<file path="config.mk">
export PLATFORM = sky130hd
export DESIGN_NAME = adc_sample_noise_injector_top
export DESIGN_NICKNAME = d
export VERILOG_FILES = /design/src/rtl/asni_pkg.sv /design/src/rtl/asni_gen.sv /design/src/rtl/asni_scale.sv /design/src/rtl/adc_sample_noise_injector_top.sv
export SDC_FILE = /design/constraint.sdc
export NUM_CORES = 1
export LEC_CHECK = 0
export ABC_AREA = 1
export BUFFER_PORTS_ARGS = -buffer_cell sky130_fd_sc_hd__buf_4
export CAP_MARGIN = 40
export CORE_MARGIN = 1.5
export CORE_UTILIZATION = 31
export DETAILED_ROUTE_END_ITERATION = 10
export GPL_ROUTABILITY_DRIVEN = 0
export RECOVER_POWER = 25
export SETUP_SLACK_MARGIN = 0.5
export SYNTH_ARGS = -nofsm -noshare
export SYNTH_HDL_FRONTEND = slang
export SYNTH_SLANG_ARGS = --single-unit
</file>
<file path="constraint.sdc">
create_clock -name clk -period 7.7 [get_ports clk]
set_input_delay 0.385 -clock clk [delete_from_list [all_inputs] [get_ports clk]]
set_output_delay 0.385 -clock clk [all_outputs]
set_load 0.005 [all_outputs]
</file>
<file path="src/rtl/asni_pkg.sv">
// ----------------------------------------------------------------------------
// asni_pkg
// Shared constants and types for the ADC sample noise injector.
// ----------------------------------------------------------------------------
package asni_pkg;

    localparam int SAMPLE_BITS_DEF = 12;
    localparam int WORD_BITS       = 16;
    localparam int CFG_DATA_BITS   = 32;
    localparam int GAIN_BITS       = 8;

    // generator
    localparam int          STATE_BITS    = 32;
    localparam logic [31:0] FALLBACK_SEED = 32'h9E37_79B9;
    localparam int          XS_SHIFT_A    = 13;
    localparam int          XS_SHIFT_B    = 17;
    localparam int          XS_SHIFT_C    = 5;

    // noise shaping
    localparam int BYTE_SUM_BITS = 10;
    localparam int CENTRED_BITS  = 11;
    localparam int NOISE_CENTER  = 510;
    localparam int GAIN_FACTOR   = 7;
    localparam int GAIN_X7_BITS  = 11;
    localparam int NOISE_SHIFT   = 10;

    localparam logic [GAIN_X7_BITS-1:0] GAIN_X7_RESET = GAIN_X7_BITS'(8 * GAIN_FACTOR);

    // register map
    typedef enum logic [0:0] {
        REG_NOISE_GAIN = 1'b0,
        REG_NOISE_SEED = 1'b1
    } reg_idx_t;

    // generator control
    typedef struct packed {
        logic                  load;
        logic                  advance;
        logic [STATE_BITS-1:0] seed;
    } gen_ctrl_t;

endpackage

</file>
<file path="src/rtl/asni_gen.sv">
// ----------------------------------------------------------------------------
// asni_gen
// Xorshift32 generator state and the centred byte sum of its next value.
// ----------------------------------------------------------------------------
module asni_gen (
    input  logic                                     clk,
    input  logic                                     rst_n,
    input  asni_pkg::gen_ctrl_t                      ctrl,
    output logic signed [asni_pkg::CENTRED_BITS-1:0] centred
);

    logic [asni_pkg::STATE_BITS-1:0]    state_reg;
    logic [asni_pkg::STATE_BITS-1:0]    state_next;
    logic [asni_pkg::STATE_BITS-1:0]    xs_a;
    logic [asni_pkg::STATE_BITS-1:0]    xs_b;
    logic [asni_pkg::STATE_BITS-1:0]    xs_c;
    logic [asni_pkg::BYTE_SUM_BITS-1:0] byte_sum;

    assign xs_a = state_reg ^ (state_reg << asni_pkg::XS_SHIFT_A);
    assign xs_b = xs_a ^ (xs_a >> asni_pkg::XS_SHIFT_B);
    assign xs_c = xs_b ^ (xs_b << asni_pkg::XS_SHIFT_C);

    assign byte_sum = asni_pkg::BYTE_SUM_BITS'(xs_c[31:24])
                    + asni_pkg::BYTE_SUM_BITS'(xs_c[23:16])
                    + asni_pkg::BYTE_SUM_BITS'(xs_c[15:8])
                    + asni_pkg::BYTE_SUM_BITS'(xs_c[7:0]);

    assign centred = $signed({1'b0, byte_sum})
                   - $signed(asni_pkg::CENTRED_BITS'(asni_pkg::NOISE_CENTER));

    always_comb
    begin
        state_next = state_reg;
        if (ctrl.load)
        begin
            // a zero seed would lock the generator
            state_next = (ctrl.seed != '0) ? ctrl.seed : asni_pkg::FALLBACK_SEED;
        end
        else if (ctrl.advance)
        begin
            state_next = xs_c;
        end
    end

    always_ff @(posedge clk or negedge rst_n)
    begin
        if (!rst_n)
        begin
            state_reg <= asni_pkg::FALLBACK_SEED;
        end
        else
        begin
            state_reg <= state_next;
        end
    end

endmodule

</file>
<file path="src/rtl/asni_scale.sv">
// ----------------------------------------------------------------------------
// asni_scale
// Scales the centred noise by gain*7, floors by 2^10, adds and saturates; an inactive word passes unchanged.
// ----------------------------------------------------------------------------
module asni_scale #(
    parameter int SAMPLE_BITS = asni_pkg::SAMPLE_BITS_DEF
) (
    input  logic [asni_pkg::WORD_BITS-1:0]           raw,
    input  logic                                     active,
    input  logic signed [asni_pkg::CENTRED_BITS-1:0] centred,
    input  logic [asni_pkg::GAIN_X7_BITS-1:0]        gain_x7,
    output logic [asni_pkg::WORD_BITS-1:0]           noisy
);

    localparam int PROD_W  = asni_pkg::CENTRED_BITS + asni_pkg::GAIN_X7_BITS + 1;
    localparam int NOISE_W = PROD_W - asni_pkg::NOISE_SHIFT;
    localparam int SUM_W   = ((SAMPLE_BITS > NOISE_W) ? SAMPLE_BITS : NOISE_W) + 2;
    localparam logic signed [SUM_W-1:0] CODE_MAX = SUM_W'((1 << SAMPLE_BITS) - 1);

    logic signed [asni_pkg::GAIN_X7_BITS:0] gain_s;
    logic signed [PROD_W-1:0]               product;
    logic signed [NOISE_W-1:0]              noise;
    logic signed [SUM_W-1:0]                code_s;
    logic signed [SUM_W-1:0]                sum;
    logic [SAMPLE_BITS-1:0]                 code_sat;

    assign gain_s  = $signed({1'b0, gain_x7});
    assign product = PROD_W'(centred) * PROD_W'(gain_s);
    // dropping the low bits of a two's complement value is a floor
    assign noise   = product[PROD_W-1:asni_pkg::NOISE_SHIFT];
    assign code_s  = $signed(SUM_W'(raw[SAMPLE_BITS-1:0]));
    assign sum     = code_s + SUM_W'(noise);

    always_comb
    begin
        if (sum < 0)
        begin
            code_sat = '0;
        end
        else if (sum > CODE_MAX)
        begin
            code_sat = '1;
        end
        else
        begin
            code_sat = sum[SAMPLE_BITS-1:0];
        end
    end

    assign noisy = active ? {raw[asni_pkg::WORD_BITS-1:SAMPLE_BITS], code_sat} : raw;

endmodule

</file>
<file path="src/rtl/adc_sample_noise_injector_top.sv">
// ----------------------------------------------------------------------------
// adc_sample_noise_injector_top
// Adds xorshift32-based near-Gaussian noise to a stream of tagged ADC words.
// ----------------------------------------------------------------------------
// One word is taken per clock while the output does not stall. An input
// stage captures the word together with the centred byte sum of the
// freshly advanced generator, and the result register holds the scaled,
// saturated sum. The generator can advance for every accepted word, so
// it does not limit the rate. With noise_gain at zero a word passes
// unchanged and the generator holds. Writing noise_seed reloads the
// generator (a zero seed loads the fallback value); the user must write
// configuration only while the stream is idle, the block does not enforce it.
module adc_sample_noise_injector_top #(
    parameter int SAMPLE_BITS = asni_pkg::SAMPLE_BITS_DEF
) (
    input  logic                                  clk,
    input  logic                                  rst_n,
    // input stream
    input  logic                                  s_axis_tvalid,
    output logic                                  s_axis_tready,
    input  logic [asni_pkg::WORD_BITS-1:0]        s_axis_tdata,  // [15:0] raw_sample
    input  logic                                  s_axis_tlast,  // last_in
    // output stream
    output logic                                  m_axis_tvalid,
    input  logic                                  m_axis_tready,
    output logic [asni_pkg::WORD_BITS-1:0]        m_axis_tdata,  // [15:0] noisy_sample
    output logic                                  m_axis_tlast,  // last_out
    // configuration
    input  logic                                  cfg_we,
    input  asni_pkg::reg_idx_t                    cfg_idx,
    input  logic [asni_pkg::CFG_DATA_BITS-1:0]    cfg_wdata
);

    logic [asni_pkg::GAIN_X7_BITS-1:0] gain_x7_reg;
    logic [asni_pkg::GAIN_X7_BITS-1:0] gain_x7_next;
    logic [asni_pkg::GAIN_BITS-1:0]    gain_wr;

    logic                                     s1_vld_reg;
    logic [asni_pkg::WORD_BITS-1:0]           s1_raw_reg;
    logic                                     s1_last_reg;
    logic                                     s1_active_reg;
    logic signed [asni_pkg::CENTRED_BITS-1:0] s1_centred_reg;

    logic                           out_vld_reg;
    logic [asni_pkg::WORD_BITS-1:0] out_data_reg;
    logic                           out_last_reg;

    logic                                     out_ready;
    logic                                     in_take;
    logic                                     gain_on;
    asni_pkg::gen_ctrl_t                      gen_ctrl;
    logic signed [asni_pkg::CENTRED_BITS-1:0] gen_centred;
    logic [asni_pkg::WORD_BITS-1:0]           noisy;

    assign out_ready     = !out_vld_reg || m_axis_tready;
    assign s_axis_tready = !s1_vld_reg || out_ready;
    assign in_take       = s_axis_tvalid && s_axis_tready;
    assign gain_on       = (gain_x7_reg != '0);

    // gain*7 = gain*8 - gain
    assign gain_wr      = cfg_wdata[asni_pkg::GAIN_BITS-1:0];
    assign gain_x7_next = {gain_wr, 3'b000} - asni_pkg::GAIN_X7_BITS'(gain_wr);

    always_comb
    begin
        gen_ctrl.load    = 1'b0;
        gen_ctrl.advance = in_take && gain_on;
        gen_ctrl.seed    = cfg_wdata;
        if (cfg_we)
        begin
            case (cfg_idx)
                asni_pkg::REG_NOISE_SEED: gen_ctrl.load = 1'b1;
                default:                  gen_ctrl.load = 1'b0;
            endcase
        end
    end

    asni_gen u_gen (
        .clk     (clk),
        .rst_n   (rst_n),
        .ctrl    (gen_ctrl),
        .centred (gen_centred)
    );

    asni_scale #(
        .SAMPLE_BITS (SAMPLE_BITS)
    ) u_scale (
        .raw     (s1_raw_reg),
        .active  (s1_active_reg),
        .centred (s1_centred_reg),
        .gain_x7 (gain_x7_reg),
        .noisy   (noisy)
    );

    always_ff @(posedge clk or negedge rst_n)
    begin
        if (!rst_n)
        begin
            gain_x7_reg <= asni_pkg::GAIN_X7_RESET;
            s1_vld_reg  <= 1'b0;
            out_vld_reg <= 1'b0;
        end
        else
        begin
            if (cfg_we && (cfg_idx == asni_pkg::REG_NOISE_GAIN))
            begin
                gain_x7_reg <= gain_x7_next;
            end
            if (s_axis_tready)
            begin
                s1_vld_reg <= s_axis_tvalid;
            end
            if (out_ready)
            begin
                out_vld_reg <= s1_vld_reg;
            end
        end
    end

    // payload, no reset
    always_ff @(posedge clk)
    begin
        if (in_take)
        begin
            s1_raw_reg     <= s_axis_tdata;
            s1_last_reg    <= s_axis_tlast;
            s1_active_reg  <= gain_on;
            s1_centred_reg <= gen_centred;
        end
        if (out_ready && s1_vld_reg)
        begin
            out_data_reg <= noisy;
            out_last_reg <= s1_last_reg;
        end
    end

    assign m_axis_tvalid = out_vld_reg;
    assign m_axis_tdata  = out_data_reg;
    assign m_axis_tlast  = out_last_reg;

    // a word with noise disabled reaches the output unchanged
    a_bypass_exact : assert property (@(posedge clk) disable iff (!rst_n)
        (s1_vld_reg && !s1_active_reg && out_ready)
        |=> (out_data_reg == $past(s1_raw_reg)))
        else $error("bypassed word altered");

    // the channel tag is never touched
    a_tag_kept : assert property (@(posedge clk) disable iff (!rst_n)
        (s1_vld_reg && out_ready)
        |=> (out_data_reg[asni_pkg::WORD_BITS-1:SAMPLE_BITS]
             == $past(s1_raw_reg[asni_pkg::WORD_BITS-1:SAMPLE_BITS])))
        else $error("channel tag changed");

    // a word held in the input stage is not dropped while the output stalls
    a_stage_held : assert property (@(posedge clk) disable iff (!rst_n)
        (s1_vld_reg && !out_ready) |=> (s1_vld_reg && $stable(s1_raw_reg)))
        else $error("input stage lost a word");

endmodule

</file>
==> impl_metrics.env <==
export IMPL_cpMostUsedCell="nand2_1"
export IMPL_fin_crit_sh=0.872
export IMPL_r2r_slack_ns=0.99
export IMPL_rsz0062_at_grt="false"
export IMPL_synth_area_leaders="fa_1, edfxtp_1, ha_1"
export IMPL_setup_violations=0
export IMPL_io_buffers=73
export IMPL_finalSetupTns_ns=0
export IMPL_worstSetupPathType="flop to flop"
export IMPL_start_util=0.317
export IMPL_slew_headroom=-0.760
export IMPL_synthArstFlopShare=0.495
export IMPL_synth_cells=1262
export IMPL_routed_wl_mm=25.4
export IMPL_track_usage=0.153
export IMPL_failed_checks="max-capacitance violations, max-slew violations"
export IMPL_vias=8161
export IMPL_start_kind="flop"
export IMPL_largest_reg_flops=32
export IMPL_antenna_diode_count=0
export IMPL_die_x_um=186
export IMPL_status="complete, but fails checks"
export IMPL_drtIter0Drc=436
export IMPL_syn_nets=1514
export IMPL_fill_cells=3476
export IMPL_avgSynthCellArea_um2=8.21
export IMPL_cts_buffers=9
export IMPL_finalCriticalPeriod_ns=6.71
export IMPL_maxCapViolCount=1
export IMPL_synth_seq_cells=91
export IMPL_grt_pass1_wl_mm=41.5
export IMPL_area_delta_synth_final_pct=12.7
export IMPL_die_y_um=186
export IMPL_synth_edff_count=46
export IMPL_synth_top_area_frac=0.174
export IMPL_wl_per_cell_um=14.4
export IMPL_root_buffer="clkbuf_16"
export IMPL_viasPerCell=4.62
export IMPL_worstMarginPinSlew_ns=2.64
export IMPL_synth_most_common_cell="nand2_1"
export IMPL_nets=1571
export IMPL_min_from="s_axis_tdata[5]"
export IMPL_htree_num_levels=3
export IMPL_dp_hpwl_mm=20.5
export IMPL_crit_path_end_kind="flop"
export IMPL_hold_class="input pin to flop"
export IMPL_first_pass_iters=4
export IMPL_grt_max_degree=46
export IMPL_worstReg2RegStart="gain_x7_reg[5]"
export IMPL_fmax_mhz=149
export IMPL_multiInputGateArea_um2=6790
export IMPL_ff_latch_area_um2=2540
export IMPL_netlist_area_um2=10400
export IMPL_cts_tree="built"
export IMPL_yosysSeqAreaShare=0.245
export IMPL_drive_above_1_share=0.118
export IMPL_insertion_delay_ns=0.36
export IMPL_arrival_ns=6.82
export IMPL_cts_sinks=91
export IMPL_worstPathMaxFanout=13
export IMPL_worstSetupStartpoint="gain_x7_reg[5]"
export IMPL_worst_ep_required_time_ns=7.81
export IMPL_die_area_um2=34500
export IMPL_cts_hold_buf=0
export IMPL_finalClockSkew_ns=0.0199
export IMPL_yosysWarnings=0
export IMPL_num_io_pins=74
export IMPL_coreArea_um2=32700
export IMPL_slowest_stage="dfstp_4"
export IMPL_num_rows=66
export IMPL_ys_top_cells_by_count="nand2_1, inv_1, ha_1, fa_1, nor2_1"
export IMPL_antenna_found_initial=0
export IMPL_synth_cell_types=42
export IMPL_drc=0
export IMPL_ant_nets=0
export IMPL_max_stage_delay_ns=0.73
export IMPL_grt_pass1_vias=8334
export IMPL_slew_viol_final=46
export IMPL_synth_top_area_cell="fa_1"
export IMPL_synth_ff_type="edfxtp_1"
export IMPL_grt_remaining_overflow=0
export IMPL_path_clk_slew_ns=0.07
export IMPL_clock_path_buffers=2
export IMPL_hold_viol_final=0
## placed cells by master, fill, tap and decap left out, types with 4 or more instances in the layout
| cell type | netlist | final |
|---|---|---|
| a21oi_1 | 46 | 46 |
| buf_4 | 1 | 61 |
| clkbuf_16 | 0 | 10 |
| clkbuf_4 | 0 | 17 |
| dfrtp_1 | 22 | 21 |
| dfstp_2 | 23 | 22 |
| edfxtp_1 | 46 | 46 |
| fa_1 | 90 | 90 |
| ha_1 | 107 | 107 |
| inv_1 | 237 | 237 |
| nand2_1 | 319 | 319 |
| nand2_2 | 11 | 11 |
| nand3_1 | 37 | 37 |
| nand4_1 | 11 | 11 |
| nor2_1 | 64 | 64 |
| nor3_1 | 6 | 6 |
| nor4_1 | 8 | 8 |
| o211ai_1 | 11 | 11 |
| o21ai_0 | 42 | 42 |
| o21ai_1 | 6 | 6 |
| o21bai_1 | 7 | 7 |
| o22ai_1 | 6 | 6 |
| or2_2 | 4 | 4 |
| xnor2_1 | 35 | 35 |
| xnor2_2 | 10 | 10 |
| xor2_1 | 54 | 54 |
## cell type report
cell class,count,area share
clock buffer,12,0.0229
tap,442,0.0474
inverter,241,0.0778
clock inverter,4,0.00268
sequential,91,0.218
timing repair buffer,79,0.0505
multi-input combinational,897,0.581
## cells by family after synthesis
| group | count (synthesis) | synth area share |
|---|---|---|
| buffers and inverters | 274 | 0.102 |
| adders and majority gates | 197 | 0.303 |
| and+or+nand+nor | 472 | 0.190 |
| xor gates and xnor gates | 99 | 0.0909 |
| AOI/OAI and AO/OA | 129 | 0.0697 |
| DFF | 91 | 0.245 |
## metal layers
layer | vias up | GRT usage | share of wire
met5 | - | 0 | 0
met4 | 0 | 0.0442 | 0.021
met3 | 33 | 0.0190 | 0.038
met2 | 180 | 0.271 | 0.50
met1 | 3896 | 0.194 | 0.44
li1 | 4052 | - | -
## worst max-delay path: cells and delay by family, from the launching register on
family          cells  cell delay [ns]
fa+ha+maj           7             3.22
simple gates       13             1.28
compound gates      4             0.77
flops               1             0.73
buf+inv             5             0.22
xor+xnor            1             0.22
## what timing repair did
| action | in CTS | in global routing |
|---|---|---|
| setup buffers | 0 | 1 |
| endpoints found under the setup margin | 0 | 12 |
| gates resized for setup | 0 | 5 |
## worst paths after layout
kind                                        to  cells after the start
max                            m_axis_tdata[4]                     30
min                              s1_raw_reg[5]                      1
max reg2reg                    m_axis_tdata[4]                     30
min reg2reg                   m_axis_tdata[13]                      0
max in group asynchronous       gain_x7_reg[6]                      1
min in group asynchronous  u_gen.state_reg[22]                      1
## metrics by stage
stage                     area (um2)  hold WS (ns)   util  worst slack [ns]  cells
after floorplan                10400        0.0894      -              1.40   1262
after detailed placement       11400         0.405  0.347             0.669   1749
after global placement         11400         0.401  0.347             0.782   1749
final                          11700         0.225  0.357             0.989   1766
after CTS                      11700        0.0635  0.356             0.639   1765
after global routing           11700         0.211  0.357             0.523   1766
Power is not shown: default switching activity piles up to over one toggle a cycle in this logic, so the estimate is an artifact.
